--- src/hdl/reab_pkg.sv ---
`timescale 1ns / 1ps
`default_nettype none
// ----------------------------------------------------------------------------
// reab_pkg
// Widths and codes shared by the bounded rectangle expander and its
// bit-serial root and divide units.
// ----------------------------------------------------------------------------
package reab_pkg;

  localparam int COORD_W  = 16;               // signed coordinate field
  localparam int DIM_W    = 15;               // unsigned width / height field
  localparam int GOAL_W   = 31;               // goal area
  localparam int RAD_W    = 36;               // square root radicand
  localparam int ROOT_W   = RAD_W / 2;        // square root result
  localparam int WIDE_W   = 36;               // internal coordinate arithmetic
  localparam int OFF_W    = 33;               // signed edge offset
  localparam int SQ_CNT_W = $clog2(ROOT_W);
  localparam int DV_CNT_W = $clog2(GOAL_W);
  localparam int IDX_W    = 3;

  localparam logic [IDX_W-1:0] CFG_BOUND_X      = 3'd0;
  localparam logic [IDX_W-1:0] CFG_BOUND_Y      = 3'd1;
  localparam logic [IDX_W-1:0] CFG_BOUND_WIDTH  = 3'd2;
  localparam logic [IDX_W-1:0] CFG_BOUND_HEIGHT = 3'd3;
  localparam logic [IDX_W-1:0] CFG_GOAL_AREA    = 3'd4;

  localparam logic [1:0] STAT_OK   = 2'd0;
  localparam logic [1:0] STAT_DIV0 = 2'd1;
  localparam logic [1:0] STAT_FALL = 2'd2;

endpackage
`default_nettype wire

--- src/hdl/reab_isqrt.sv ---
`timescale 1ns / 1ps
`default_nettype none
// ----------------------------------------------------------------------------
// reab_isqrt
// Restoring integer square root, two radicand bits per cycle.
// ----------------------------------------------------------------------------
module reab_isqrt (
  input  wire logic                        clk,
  input  wire logic                        rst_n,
  input  wire logic                        go,
  input  wire logic [reab_pkg::RAD_W-1:0]  radicand,
  output logic                             done,
  output logic [reab_pkg::ROOT_W-1:0]      root
);

  localparam int RW = reab_pkg::ROOT_W;

  logic [reab_pkg::RAD_W-1:0]    rad_r;
  logic [RW:0]                   rem_r;
  logic [RW-1:0]                 root_r;
  logic [reab_pkg::SQ_CNT_W-1:0] cnt_r;
  logic                          run_r;
  logic                          done_r;

  logic [RW+2:0] rem_sh;
  logic [RW+2:0] trial;
  logic          ge;
  logic [RW:0]   rem_new;

  always_comb begin
    rem_sh  = {rem_r, rad_r[reab_pkg::RAD_W-1 -: 2]};
    trial   = {1'b0, root_r, 2'b01};
    ge      = (rem_sh >= trial);
    rem_new = ge ? (RW+1)'(rem_sh - trial) : (RW+1)'(rem_sh);
  end

  always_ff @(posedge clk) begin
    if (!rst_n) begin
      run_r  <= 1'b0;
      done_r <= 1'b0;
      cnt_r  <= '0;
    end else begin
      done_r <= 1'b0;
      if (go) begin
        rad_r  <= radicand;
        rem_r  <= '0;
        root_r <= '0;
        cnt_r  <= '0;
        run_r  <= 1'b1;
      end else if (run_r) begin
        rem_r  <= rem_new;
        root_r <= {root_r[RW-2:0], ge};
        rad_r  <= {rad_r[reab_pkg::RAD_W-3:0], 2'b00};
        cnt_r  <= cnt_r + 1'b1;
        if (cnt_r == reab_pkg::SQ_CNT_W'(RW - 1)) begin
          run_r  <= 1'b0;
          done_r <= 1'b1;
        end
      end
    end
  end

  assign done = done_r;
  assign root = root_r;

endmodule
`default_nettype wire

--- src/hdl/reab_div.sv ---
`timescale 1ns / 1ps
`default_nettype none
// ----------------------------------------------------------------------------
// reab_div
// Restoring unsigned divider, goal area by a rectangle side, one quotient
// bit per cycle. The divisor must be non-zero.
// ----------------------------------------------------------------------------
module reab_div (
  input  wire logic                        clk,
  input  wire logic                        rst_n,
  input  wire logic                        go,
  input  wire logic [reab_pkg::GOAL_W-1:0] num,
  input  wire logic [reab_pkg::DIM_W-1:0]  den,
  output logic                             done,
  output logic [reab_pkg::GOAL_W-1:0]      quo
);

  localparam int NW = reab_pkg::GOAL_W;
  localparam int DW = reab_pkg::DIM_W;

  logic [NW-1:0]                 num_r;
  logic [DW-1:0]                 den_r;
  logic [DW-1:0]                 rem_r;
  logic [reab_pkg::DV_CNT_W-1:0] cnt_r;
  logic                          run_r;
  logic                          done_r;

  logic [DW:0]   rem_sh;
  logic          ge;
  logic [DW-1:0] rem_new;

  always_comb begin
    rem_sh  = {rem_r, num_r[NW-1]};
    ge      = (rem_sh >= {1'b0, den_r});
    rem_new = ge ? DW'(rem_sh - {1'b0, den_r}) : DW'(rem_sh);
  end

  always_ff @(posedge clk) begin
    if (!rst_n) begin
      run_r  <= 1'b0;
      done_r <= 1'b0;
      cnt_r  <= '0;
    end else begin
      done_r <= 1'b0;
      if (go) begin
        num_r <= num;
        den_r <= den;
        rem_r <= '0;
        cnt_r <= '0;
        run_r <= 1'b1;
      end else if (run_r) begin
        // shift the quotient bit in where the dividend bit leaves
        rem_r <= rem_new;
        num_r <= {num_r[NW-2:0], ge};
        cnt_r <= cnt_r + 1'b1;
        if (cnt_r == reab_pkg::DV_CNT_W'(NW - 1)) begin
          run_r  <= 1'b0;
          done_r <= 1'b1;
        end
      end
    end
  end

  assign done = done_r;
  assign quo  = num_r;

endmodule
`default_nettype wire

--- src/hdl/rect_expand_to_area_bounded.sv ---
`timescale 1ns / 1ps
`default_nettype none
// ----------------------------------------------------------------------------
// rect_expand_to_area_bounded
// Grows or shrinks a rectangle on its free edges towards a goal area,
// clipped to a bounding rectangle, over at most four rounds.
// ----------------------------------------------------------------------------
// A rectangle is taken when start is high and busy is low; its result
// appears on the out_ ports for one cycle with out_valid and must be
// captured then, as the receiver cannot stall. Each round runs the
// bit-serial square root (two radicand bits a cycle) or the bit-serial
// divider (one quotient bit a cycle), wrapped in launch, completion, offset,
// apply, clip and edge-marking steps; a round with a zero divisor skips the
// unit. The next item can be taken at the edge that transfers the result.
// Configuration writes take effect at once and belong in idle periods.
// ----------------------------------------------------------------------------
module rect_expand_to_area_bounded (
  input  wire logic                                clk,
  input  wire logic                                rst_n,
  input  wire logic                                start,
  output logic                                     busy,
  input  wire logic signed [reab_pkg::COORD_W-1:0] in_start_x,
  input  wire logic signed [reab_pkg::COORD_W-1:0] in_start_y,
  input  wire logic        [reab_pkg::DIM_W-1:0]   in_start_width,
  input  wire logic        [reab_pkg::DIM_W-1:0]   in_start_height,
  output logic                                     out_valid,
  output logic signed      [reab_pkg::COORD_W-1:0] out_x,
  output logic signed      [reab_pkg::COORD_W-1:0] out_y,
  output logic             [reab_pkg::DIM_W-1:0]   out_width,
  output logic             [reab_pkg::DIM_W-1:0]   out_height,
  output logic             [1:0]                   out_status,
  input  wire logic                                cfg_we,
  input  wire logic        [reab_pkg::IDX_W-1:0]   cfg_index,
  input  wire logic        [reab_pkg::GOAL_W-1:0]  cfg_data
);

  localparam int CW = reab_pkg::COORD_W;
  localparam int DW = reab_pkg::DIM_W;
  localparam int WW = reab_pkg::WIDE_W;
  localparam int OW = reab_pkg::OFF_W;
  localparam int RW = reab_pkg::ROOT_W;
  localparam int GW = reab_pkg::GOAL_W;

  typedef enum logic [3:0] {
    S_IDLE, S_PREP, S_WAIT_SQ, S_WAIT_DIV, S_OFF, S_APPLY, S_EDGE, S_CHECK, S_MARK
  } state_t;

  state_t state_r;

  // configuration
  logic signed [CW-1:0] bound_x_r, bound_y_r;
  logic        [DW-1:0] bound_w_r, bound_h_r;
  logic        [GW-1:0] goal_r;

  // working rectangle
  logic signed [CW-1:0] st_x_r, st_y_r;
  logic        [DW-1:0] st_w_r, st_h_r;
  logic signed [WW-1:0] x_r, y_r, w_r, h_r, rr_r, rb_r;
  logic [3:0]           done_r;     // left, top, right, bottom
  logic [1:0]           n_r;
  logic                 div0_r;

  // offset solve
  logic [reab_pkg::RAD_W-1:0] rad_r;
  logic [DW+1:0]              b_r;
  logic [DW-1:0]              den_r, sub_r;
  logic                       use_div_r, half_r, dbl_r;
  logic signed [OW-1:0]       off_r;
  logic                       sq_go_r, dv_go_r;

  logic                       out_valid_r;
  logic signed [CW-1:0]       out_x_r, out_y_r;
  logic        [DW-1:0]       out_w_r, out_h_r;
  logic        [1:0]          out_st_r;

  logic                       sq_done, dv_done;
  logic [RW-1:0]              sq_root;
  logic [GW-1:0]              dv_quo;

  reab_isqrt u_isqrt (
    .clk      (clk),
    .rst_n    (rst_n),
    .go       (sq_go_r),
    .radicand (rad_r),
    .done     (sq_done),
    .root     (sq_root)
  );

  reab_div u_div (
    .clk   (clk),
    .rst_n (rst_n),
    .go    (dv_go_r),
    .num   (goal_r),
    .den   (den_r),
    .done  (dv_done),
    .quo   (dv_quo)
  );

  // ---- round preparation ----
  logic [DW-1:0]              w15, h15;
  logic                       p_div, p_half, p_dbl, p_sh3;
  logic [DW+1:0]              p_b;
  logic signed [DW+2:0]       p_d;
  logic [DW-1:0]              p_den, p_sub;
  logic signed [2*DW+5:0]     p_dsq;
  logic [reab_pkg::RAD_W-1:0] p_rad;

  always_comb begin
    w15    = w_r[DW-1:0];
    h15    = h_r[DW-1:0];
    p_div  = 1'b0;
    p_half = 1'b0;
    p_dbl  = 1'b0;
    p_sh3  = 1'b0;
    p_b    = {2'b00, w15} + {2'b00, h15};
    p_d    = $signed({3'b000, w15}) - $signed({3'b000, h15});
    p_den  = w15;
    p_sub  = h15;
    unique case (n_r)
      2'd0: ;
      2'd1: begin
        p_sh3 = 1'b1;
        if (done_r[0] || done_r[2]) begin
          p_b = {1'b0, w15, 1'b0} + {2'b00, h15};
          p_d = $signed({2'b00, w15, 1'b0}) - $signed({3'b000, h15});
        end else begin
          p_b = {2'b00, w15} + {1'b0, h15, 1'b0};
          p_d = $signed({2'b00, h15, 1'b0}) - $signed({3'b000, w15});
        end
      end
      2'd2: begin
        if (done_r[0] && done_r[2]) begin
          p_div  = 1'b1;
          p_half = 1'b1;
        end else if (done_r[1] && done_r[3]) begin
          p_div  = 1'b1;
          p_half = 1'b1;
          p_den  = h15;
          p_sub  = w15;
        end else begin
          p_dbl = 1'b1;
        end
      end
      2'd3: begin
        p_div = 1'b1;
        if (done_r[1] && done_r[3]) begin
          p_den = h15;
          p_sub = w15;
        end
      end
      default: ;
    endcase
    p_dsq = p_d * p_d;
    p_rad = reab_pkg::RAD_W'($unsigned(p_dsq))
          + (p_sh3 ? {2'b00, goal_r, 3'b000} : {3'b000, goal_r, 2'b00});
  end

  // ---- offset from root or quotient ----
  logic signed [RW+1:0] o_x, o_q4, o_sq;
  logic signed [OW-1:0] o_v, o_h, o_off;

  always_comb begin
    o_x   = $signed({2'b00, sq_root}) - $signed({3'b000, b_r});
    o_q4  = o_x[RW+1] ? ((o_x + (RW+2)'(3)) >>> 2) : (o_x >>> 2);
    o_sq  = dbl_r ? (o_q4 <<< 1) : o_q4;
    o_v   = $signed({2'b00, dv_quo}) - $signed({{(OW-DW){1'b0}}, sub_r});
    o_h   = o_v[OW-1] ? ((o_v + OW'(1)) >>> 1) : (o_v >>> 1);
    o_off = use_div_r ? (half_r ? o_h : o_v) : {{(OW-RW-2){o_sq[RW+1]}}, o_sq};
  end

  // ---- apply, contain, clip, mark ----
  logic signed [WW-1:0] off_e, dl, dt, dr, db, a_w, a_h;
  logic signed [WW-1:0] bx_e, by_e, br_e, bb_e;
  logic signed [WW-1:0] c_x, c_y, c_r, c_b, m_w, m_h;
  logic                 contained, empty;
  logic [3:0]           m_done;
  logic [2:0]           m_cnt;

  always_comb begin
    off_e = {{(WW-OW){off_r[OW-1]}}, off_r};
    dl    = done_r[0] ? '0 : off_e;
    dt    = done_r[1] ? '0 : off_e;
    dr    = done_r[2] ? '0 : off_e;
    db    = done_r[3] ? '0 : off_e;
    a_w   = w_r + dl + dr;
    a_h   = h_r + dt + db;

    bx_e  = {{(WW-CW){bound_x_r[CW-1]}}, bound_x_r};
    by_e  = {{(WW-CW){bound_y_r[CW-1]}}, bound_y_r};
    br_e  = bx_e + $signed({{(WW-DW){1'b0}}, bound_w_r});
    bb_e  = by_e + $signed({{(WW-DW){1'b0}}, bound_h_r});

    contained = (x_r >= bx_e) && (rr_r <= br_e) && (y_r >= by_e) && (rb_r <= bb_e);
    c_x = (x_r > bx_e) ? x_r : bx_e;
    c_y = (y_r > by_e) ? y_r : by_e;
    c_r = (rr_r < br_e) ? rr_r : br_e;
    c_b = (rb_r < bb_e) ? rb_r : bb_e;
    empty = (w_r == '0) || (h_r == '0) || (bound_w_r == '0) || (bound_h_r == '0)
         || (c_x >= c_r) || (c_y >= c_b);

    m_w    = rr_r - x_r;
    m_h    = rb_r - y_r;
    m_done = done_r | {rb_r == bb_e, rr_r == br_e, y_r == by_e, x_r == bx_e};
    m_cnt  = {2'b00, m_done[0]} + {2'b00, m_done[1]}
           + {2'b00, m_done[2]} + {2'b00, m_done[3]};
  end

  // ---- configuration ----
  always_ff @(posedge clk) begin
    if (!rst_n) begin
      bound_x_r <= '0;
      bound_y_r <= '0;
      bound_w_r <= '0;
      bound_h_r <= '0;
      goal_r    <= '0;
    end else if (cfg_we) begin
      unique case (cfg_index)
        reab_pkg::CFG_BOUND_X:      bound_x_r <= cfg_data[CW-1:0];
        reab_pkg::CFG_BOUND_Y:      bound_y_r <= cfg_data[CW-1:0];
        reab_pkg::CFG_BOUND_WIDTH:  bound_w_r <= cfg_data[DW-1:0];
        reab_pkg::CFG_BOUND_HEIGHT: bound_h_r <= cfg_data[DW-1:0];
        reab_pkg::CFG_GOAL_AREA:    goal_r    <= cfg_data;
        default: ;
      endcase
    end
  end

  // ---- sequencer ----
  always_ff @(posedge clk) begin
    if (!rst_n) begin
      state_r     <= S_IDLE;
      out_valid_r <= 1'b0;
      sq_go_r     <= 1'b0;
      dv_go_r     <= 1'b0;
      n_r         <= '0;
      done_r      <= '0;
      div0_r      <= 1'b0;
    end else begin
      out_valid_r <= 1'b0;
      sq_go_r     <= 1'b0;
      dv_go_r     <= 1'b0;
      unique case (state_r)
        S_IDLE: begin
          if (start) begin
            st_x_r  <= in_start_x;
            st_y_r  <= in_start_y;
            st_w_r  <= in_start_width;
            st_h_r  <= in_start_height;
            x_r     <= {{(WW-CW){in_start_x[CW-1]}}, in_start_x};
            y_r     <= {{(WW-CW){in_start_y[CW-1]}}, in_start_y};
            w_r     <= {{(WW-DW){1'b0}}, in_start_width};
            h_r     <= {{(WW-DW){1'b0}}, in_start_height};
            n_r     <= '0;
            done_r  <= '0;
            div0_r  <= 1'b0;
            state_r <= S_PREP;
          end
        end
        S_PREP: begin
          rad_r     <= p_rad;
          b_r       <= p_b;
          den_r     <= p_den;
          sub_r     <= p_sub;
          use_div_r <= p_div;
          half_r    <= p_half;
          dbl_r     <= p_dbl;
          if (!p_div) begin
            sq_go_r <= 1'b1;
            state_r <= S_WAIT_SQ;
          end else if (p_den == '0) begin
            // zero side: no offset this round
            div0_r  <= 1'b1;
            off_r   <= '0;
            state_r <= S_APPLY;
          end else begin
            dv_go_r <= 1'b1;
            state_r <= S_WAIT_DIV;
          end
        end
        S_WAIT_SQ: begin
          if (sq_done) state_r <= S_OFF;
        end
        S_WAIT_DIV: begin
          if (dv_done) state_r <= S_OFF;
        end
        S_OFF: begin
          off_r   <= o_off;
          state_r <= S_APPLY;
        end
        S_APPLY: begin
          x_r     <= x_r - dl;
          y_r     <= y_r - dt;
          w_r     <= a_w[WW-1] ? '0 : a_w;
          h_r     <= a_h[WW-1] ? '0 : a_h;
          state_r <= S_EDGE;
        end
        S_EDGE: begin
          rr_r    <= x_r + w_r;
          rb_r    <= y_r + h_r;
          state_r <= S_CHECK;
        end
        S_CHECK: begin
          if (contained) begin
            out_valid_r <= 1'b1;
            out_x_r     <= x_r[CW-1:0];
            out_y_r     <= y_r[CW-1:0];
            out_w_r     <= w_r[DW-1:0];
            out_h_r     <= h_r[DW-1:0];
            out_st_r    <= div0_r ? reab_pkg::STAT_DIV0 : reab_pkg::STAT_OK;
            state_r     <= S_IDLE;
          end else begin
            x_r     <= empty ? '0 : c_x;
            y_r     <= empty ? '0 : c_y;
            rr_r    <= empty ? '0 : c_r;
            rb_r    <= empty ? '0 : c_b;
            state_r <= S_MARK;
          end
        end
        S_MARK: begin
          w_r    <= m_w;
          h_r    <= m_h;
          done_r <= m_done;
          if (m_cnt == 3'd4) begin
            out_valid_r <= 1'b1;
            out_x_r     <= x_r[CW-1:0];
            out_y_r     <= y_r[CW-1:0];
            out_w_r     <= m_w[DW-1:0];
            out_h_r     <= m_h[DW-1:0];
            out_st_r    <= div0_r ? reab_pkg::STAT_DIV0 : reab_pkg::STAT_OK;
            state_r     <= S_IDLE;
          end else if (m_cnt[1:0] == n_r) begin
            // no new edge reached: later rounds never run, return the start
            out_valid_r <= 1'b1;
            out_x_r     <= st_x_r;
            out_y_r     <= st_y_r;
            out_w_r     <= st_w_r;
            out_h_r     <= st_h_r;
            out_st_r    <= reab_pkg::STAT_FALL;
            state_r     <= S_IDLE;
          end else begin
            n_r     <= m_cnt[1:0];
            state_r <= S_PREP;
          end
        end
        default: state_r <= S_IDLE;
      endcase
    end
  end

  assign busy       = (state_r != S_IDLE);
  assign out_valid  = out_valid_r;
  assign out_x      = out_x_r;
  assign out_y      = out_y_r;
  assign out_width  = out_w_r;
  assign out_height = out_h_r;
  assign out_status = out_st_r;

`ifndef SYNTHESIS
  a_accept_busy: assert property (@(posedge clk) disable iff (!rst_n)
    (start && !busy) |=> busy)
    else $error("accepted item did not raise busy");

  a_result_idle: assert property (@(posedge clk) disable iff (!rst_n)
    out_valid |-> !busy)
    else $error("result strobe while still working");

  a_sq_wait: assert property (@(posedge clk) disable iff (!rst_n)
    sq_go_r |-> (state_r == S_WAIT_SQ))
    else $error("root unit launched outside its wait state");

  a_dv_wait: assert property (@(posedge clk) disable iff (!rst_n)
    dv_go_r |-> (state_r == S_WAIT_DIV) && (den_r != '0))
    else $error("divider launched with zero divisor or outside its wait");

  a_status_code: assert property (@(posedge clk) disable iff (!rst_n)
    out_valid |-> (out_status != 2'd3))
    else $error("undefined status code");
`endif

endmodule
`default_nettype wire

--- config.mk ---
export PLATFORM = sky130hd
export DESIGN_NAME = rect_expand_to_area_bounded
export DESIGN_NICKNAME = d
export VERILOG_FILES = /design/src/hdl/reab_pkg.sv /design/src/hdl/reab_isqrt.sv /design/src/hdl/reab_div.sv /design/src/hdl/rect_expand_to_area_bounded.sv
export SDC_FILE = /design/constraint.sdc
export NUM_CORES = 2
export LEC_CHECK = 0
export ABC_CLOCK_PERIOD_IN_PS = 12400
export BUFFER_PORTS_ARGS = -buffer_cell sky130_fd_sc_hd__buf_2
export CAP_MARGIN = 20
export CORE_MARGIN = 2
export CORE_UTILIZATION = 50
export CTS_CLUSTER_SIZE = 24
export DETAILED_ROUTE_END_ITERATION = 6
export GPL_ROUTABILITY_DRIVEN = 0
export PLACE_DENSITY = 0.66
export SLEW_MARGIN = 10
export SYNTH_ARGS = -nofsm -noshare
export SYNTH_HDL_FRONTEND = slang
export SYNTH_SLANG_ARGS = --single-unit
--- constraint.sdc ---
create_clock -name clk -period 12.4 [get_ports clk]
set_input_delay 1.86 -clock clk [delete_from_list [all_inputs] [get_ports clk]]
set_output_delay 1.86 -clock clk [all_outputs]
set_load 0.05 [all_outputs]
# == Word-level counts from Yosys, hierarchy flattened ==
# Cells that the tools add are included.
# word_totals
ram_bits,0
mem_bits_ro,0
output_inout_bits,66
in_bits,100
reg_bits,716
mem_count,0
latchBits,0
word_cells,296
# op_classes
shift,0
magnitude_cmp,12
div_mod_pow,0
bitwise,5
addsub,30
multipliers,1
n_reduce_logical,53
n_mux,115
n_eq_ne,33
# op_table
op,count
two-way mux 36 bit,22
one-hot mux 36 bit (3 select lines),4
adder 36 bit,6
two-way mux 15 bit,12
two-way mux 33 bit,5
one-hot mux 36 bit (2 select lines),2
subtractor 36 bit,4
one-hot mux 15 bit (2 select lines),4
two-way mux 16 bit,6
== test 36 x 16 -> 1 bit,2
== test 36 x 17 -> 1 bit,2
>= comparator 36 x 16 -> 1 bit,2
>= comparator 36 bit,2
greater-than comparator 36 x 16 -> 1 bit,2
less-or-equal comparator 36 x 17 -> 1 bit,2
zero test 36 bit,2
less-than comparator 36 x 17 -> 1 bit,2
two-way mux 35 bit,2
one-hot mux 33 bit (2 select lines),1
one-hot mux 16 bit (2 select lines),2
two-way mux 31 bit,2
two-way mux 18 bit,3
zero test 15 bit,3
two-way mux 20 bit,2
other kinds (59),153

# == Depth between registers and ports, before layout ==
# depth
word_depth,10
depth_mapped,41
ltp_nobuf,39

# == By module ==
# A second synthesis with hierarchy kept.
# hier_totals
cells_unflattened,7826
area_unflattened_um2,71592.4
# modules_own_cells
module,area_each_um2,instances,cells_per_inst,seq_area_each_um2
rect_expand_to_area_bounded,63672.3,1,7180,15895.2
reab_isqrt,4369.2,1,369,2332.2
reab_div,3550.9,1,277,1971.9

# == Worst setup path after synthesis ==
# No wires, ideal clock.
# synth_timing
path_kind,register to register
start,register h_r[1]
end,register rad_r[34] in the netlist's numbering (data pin)
synth_period_minus_slack_ns,9.981
required_ns,12.142
stages_incl_launch_ff,35
setup_time_ns,0.258
n_path_buf,1
slack_ns,2.419
arrival_ns,9.724
path_cell_list,edfxtp_1 inv_1 ha_1 nor2b_1 o21ai_0 nand2b_1 a21oi_1 o21bai_1 a31oi_1 o21bai_1 o41ai_2 o21ai_0 a31oi_1 inv_1 clkbuf_1 nor2_1 fa_1 fa_1 inv_1 fa_1 inv_1 fa_1 fa_1 fa_1 ha_1 ha_1 and3_1 and3_1 a221oi_1 a211oi_1 a41o_1 or4_1 a31o_2 a21oi_1 xnor2_1
# synth_via
elab_chain_cells,5
elab_cells_between_ends,7
classes_between,4 x add/sub; 1 x mul; 2 x mux
# synth_rtl
item,line,text
from (decl),rect_expand_to_area_bounded.sv:58,"logic signed [WW-1:0] x_r, y_r, w_r, h_r, rr_r, rb_r;"
from (signal assigned),rect_expand_to_area_bounded.sv:252,"h_r <= {{(WW-DW){1'b0}}, in_start_height};"
from (signal assigned),rect_expand_to_area_bounded.sv:294,h_r <= a_h[WW-1] ? '0 : a_h;
from (signal assigned),rect_expand_to_area_bounded.sv:321,h_r <= m_h;
subtractor 16 x 15 -> 17 bit (on tied branches),"rect_expand_to_area_bounded.sv:125, rect_expand_to_area_bounded.sv:128",
two-way mux 18 bit,rect_expand_to_area_bounded.sv:123,if (done_r[0] || done_r[2]) begin
two-way mux 18 bit (*),rect_expand_to_area_bounded.sv:119,unique case (n_r)
multiplier 18 x 18 -> 36 bit (*),rect_expand_to_area_bounded.sv:153,p_dsq = p_d * p_d;
adder 36 x 34 -> 36 bit (*),rect_expand_to_area_bounded.sv:155,"+ (p_sh3 ? {2'b00, goal_r, 3'b000} : {3'b000, goal_r, 2'b00});"
via p_rad (one bit),rect_expand_to_area_bounded.sv:106,logic [reab_pkg::RAD_W-1:0] p_rad;
to (signal assigned),rect_expand_to_area_bounded.sv:260,rad_r <= p_rad;
to (decl),rect_expand_to_area_bounded.sv:64,logic [reab_pkg::RAD_W-1:0] rad_r;
# Mark *: on every way through the listed nets, which the timed path passes. The rest lies on a longest branch.
# A chain may end at the register's enable or synchronous reset.

# == Worst setup path after layout ==
# layout_timing
start,register w_r[0]
end,register rad_r[34] in the netlist's numbering (data pin)
# layout_via
elab_chain_cells,5
elab_cells_between_ends,7
classes_between,4 x add/sub; 1 x mul; 2 x mux
# layout_rtl
item,line,text
from (decl),rect_expand_to_area_bounded.sv:58,
from (signal assigned),rect_expand_to_area_bounded.sv:251,"w_r <= {{(WW-DW){1'b0}}, in_start_width};"
from (signal assigned),rect_expand_to_area_bounded.sv:293,w_r <= a_w[WW-1] ? '0 : a_w;
from (signal assigned),rect_expand_to_area_bounded.sv:320,w_r <= m_w;
subtractor 16 x 15 -> 17 bit (on tied branches),"rect_expand_to_area_bounded.sv:128, rect_expand_to_area_bounded.sv:125",
two-way mux 18 bit,rect_expand_to_area_bounded.sv:123,
two-way mux 18 bit (*),rect_expand_to_area_bounded.sv:119,
multiplier 18 x 18 -> 36 bit (*),rect_expand_to_area_bounded.sv:153,
adder 36 x 34 -> 36 bit (*),rect_expand_to_area_bounded.sv:155,
via p_rad (one bit),rect_expand_to_area_bounded.sv:106,
# Marked as above.

==> summary.md <==
| Metric | Value |
|---|---|
| WL/cell | 24.1 um |
| Max Root-Sink Buffers | 3 |
| Row cnt | 138 |
| Synth area leader | edfxtp_1 |
| Most frequent cell on the critical path | fa_1 |
| Post-Syn Area | 71600 sq um |
| Worst Skew | 0.0636 ns |
| Slew HR | 0.197 |
| Max cap viols | 0 |
| Mean Syn Cell Area | 9.07 sq um |
| Drc violations | 9 |
| Post-DRT Antenna Nets | 0 |
| Worst-margin pin slew | 1.20 ns |
| Area grow syn2layout | 8.69% |
| Crit path time final | 11.87 ns |
| Final WL | 240000 um |
| Top post-synthesis cells by area | edfxtp_1 (25%), ha_1 (13%), fa_1 (11%), a21oi_1 (4.4%), inv_1 (4.2%) |
| GRT Overall Usage | 0.322 |
| HP Class | flip-flop to flip-flop |
| Hold Path Origin | den_r[11] |
| Worst-Skew Late Latency | 0.76 ns |
| Post-synthesis async set-or-reset flop share | 0 |
| Worst EP arrival | 12.36 ns |
| Slowest stage delay, CP | 0.78 ns |
| TritonRoute pass-1 iters | 7 |
| Via count | 61700 |
| Fmax | 84.2 MHz |
| Post-Synthesis Net Count | 9149 |
| Setup TNS | 0 ns |
| Period utilization | 0.957 |
| Number of synthesized flops with an enable pin | 591 |
| Worst path top cell family by delay | adder cells |
| Grt ovf | 0 |
| Share of cells above drive strength 1 | 0.0765 |
| Hold endpoint | u_div.den_r[11] |
| Vias per cell | 6.21 |
| Distinct cell type count after synthesis | 110 |
| CTS sink count | 712 |
| Final Setup Violations | 0 |
| Reg2reg setup slack | 0.53 ns |
| Worst setup EP type | flip-flop |
| Final HPWL from detailed placement | 190000 um |
| CP required | 12.89 ns |
| Post-synth top area share | 0.248 |
| Core Box Area | 142000 sq um |
| Worst R2R End | rad_r[34] |
| Die width | 382 um |
| Initial Util | 0.505 |
| Hold Violations, Final | 0 |
| Inserted Clock Buffers | 87 |
| Final max-slew violation count | 0 |
| Final net count | 9230 |
| Port Buffers | 165 |
| Fill count | 12700 |
| Warnings from Yosys | 0 |
| Most common cell in the netlist | inv_1 |
| Status | complete, but fails checks |
| CTS tree | yes |
| Unrepaired setup endpoints after global routing | false |
| Top_reg_cell synth | edfxtp_1 |
| RR Startpoint | w_r[0] |
| Largest net degree at the start of global routing | 68 |
| Worst setup SP type | flip-flop |
| Buf/Inv on CP | 4 |
| CTS H-tree depth | 3 |
| DIE AREA | 146000 sq um |
| WS Path Type | flip-flop to flip-flop |
| Slowest CP cell | fa_1 |
| Number of synthesized register bits | 712 |
| CTS hold repair buffers | 0 |
| Clk slew on worst S/H paths | 0.06 ns |
| Hold Path Cell Cnt | 0 |
| Die height | 382 um |
| Ports | 166 |
| Top cells by count, synth | inv_1 (798), ha_1 (754), nand2_1 (738), a21oi_1 (626), edfxtp_1 (591) |
| First-pass GRT wire length | 358000 um |
| Post-synthesis sequential area ratio | 0.282 |
| Critical Path Fanout Max | 23 |
| Failing checks | design-rule violations |
| Cells after synthesis | 7888 |
| Vias in the first global route | 58300 |
| Root Buffer Master | clkbuf_16 |
| R2R depth | 33 |
| Initial antenna violation count | 18 |
| Detailed Route Iter0 Violations | 7443 |
## cell families after synthesis
kind of cell | after synthesis | synth area share
AO/OA/AOI/OAI | 2121 | 0.189
AND/OR/NAND/NOR | 2204 | 0.148
flip-flops | 712 | 0.282
multiplexers | 149 | 0.0223
adder cells (fa/ha/maj) | 1161 | 0.246
buffers and inverters | 1081 | 0.0574
XOR/XNOR | 460 | 0.0563
## through the flow
step / setup slack (ns) / hold slack [ns] / std cells / instance area, sq um / utilization
after floorplan: 2.42 / 0.400 / 7888 / 71600 / -
after global placement: 0.955 / 0.403 / 9760 / 74600 / 0.526
after detailed placement: 0.722 / 0.405 / 9761 / 74600 / 0.526
after CTS: 0.638 / 0.416 / 9923 / 77700 / 0.548
after global routing: 0.0612 / 0.425 / 9934 / 77800 / 0.549
final: 0.529 / 0.416 / 9940 / 77800 / 0.549
## state kept, by name, indices dropped and copies added, names as in the netlist, 18 cells and up
signal         flops
goal_r            31
u_div.quo         31
rb_r              36
u_isqrt.rad_r     35
x_r               36
rad_r             35
u_isqrt.root      18
off_r             32
y_r               36
w_r               36
u_isqrt.rem_r     19
h_r               36
rr_r              36
## placed cells by master (no fill, tap or decap), types with 300 or more instances in the layout
cell / count
edfxtp_1: 591
a21oi_1: 620
xnor2_1: 300
nor2_1: 486
nand2_1: 735
fa_1: 407
ha_1: 754
o21ai_0: 408
inv_1: 798
a21o_1: 302
## layout make-up
cell class,instances,area (sq um),area share
Timing Repair Buffer,269,1610,0.0207
Inverter,804,3020,0.0388
Antenna cell,8,20.0,0.000257
Clock inverter,56,777,0.00999
Multi-Input combinational cell,6095,47500,0.611
Tap cell,1890,2360,0.0304
Clock buffer,106,2320,0.0298
Sequential cell,712,20200,0.259
## worst max path at each step
stage	from	endpoint	slack, ns	cells after the start
detailed placement	w_r[1]	rad_r[34]	0.72	32
finish	w_r[0]	rad_r[34]	0.53	33
global placement	w_r[1]	rad_r[34]	0.96	32
global route	w_r[0]	rad_r[34]	0.06	33
CTS	w_r[1]	rad_r[34]	0.64	32
floorplan	h_r[1]	rad_r[34]	2.42	34
## per-layer routing
layer  part of all wire  vias up  global-route usage
met3               0.13      512              0.0886
met5            0.00086        -                   0
met4              0.049       18               0.143
li1                   -    28200                   -
met2               0.40     3446               0.449
met1               0.42    29500               0.463
## repair_timing
action,in CTS,in global routing
setup buffers,0,6
resized for setup,0,1
setup endpoints to repair,0,1
Power is not shown: default switching activity piles up to over one toggle a cycle in this logic, so the estimate is an artifact.
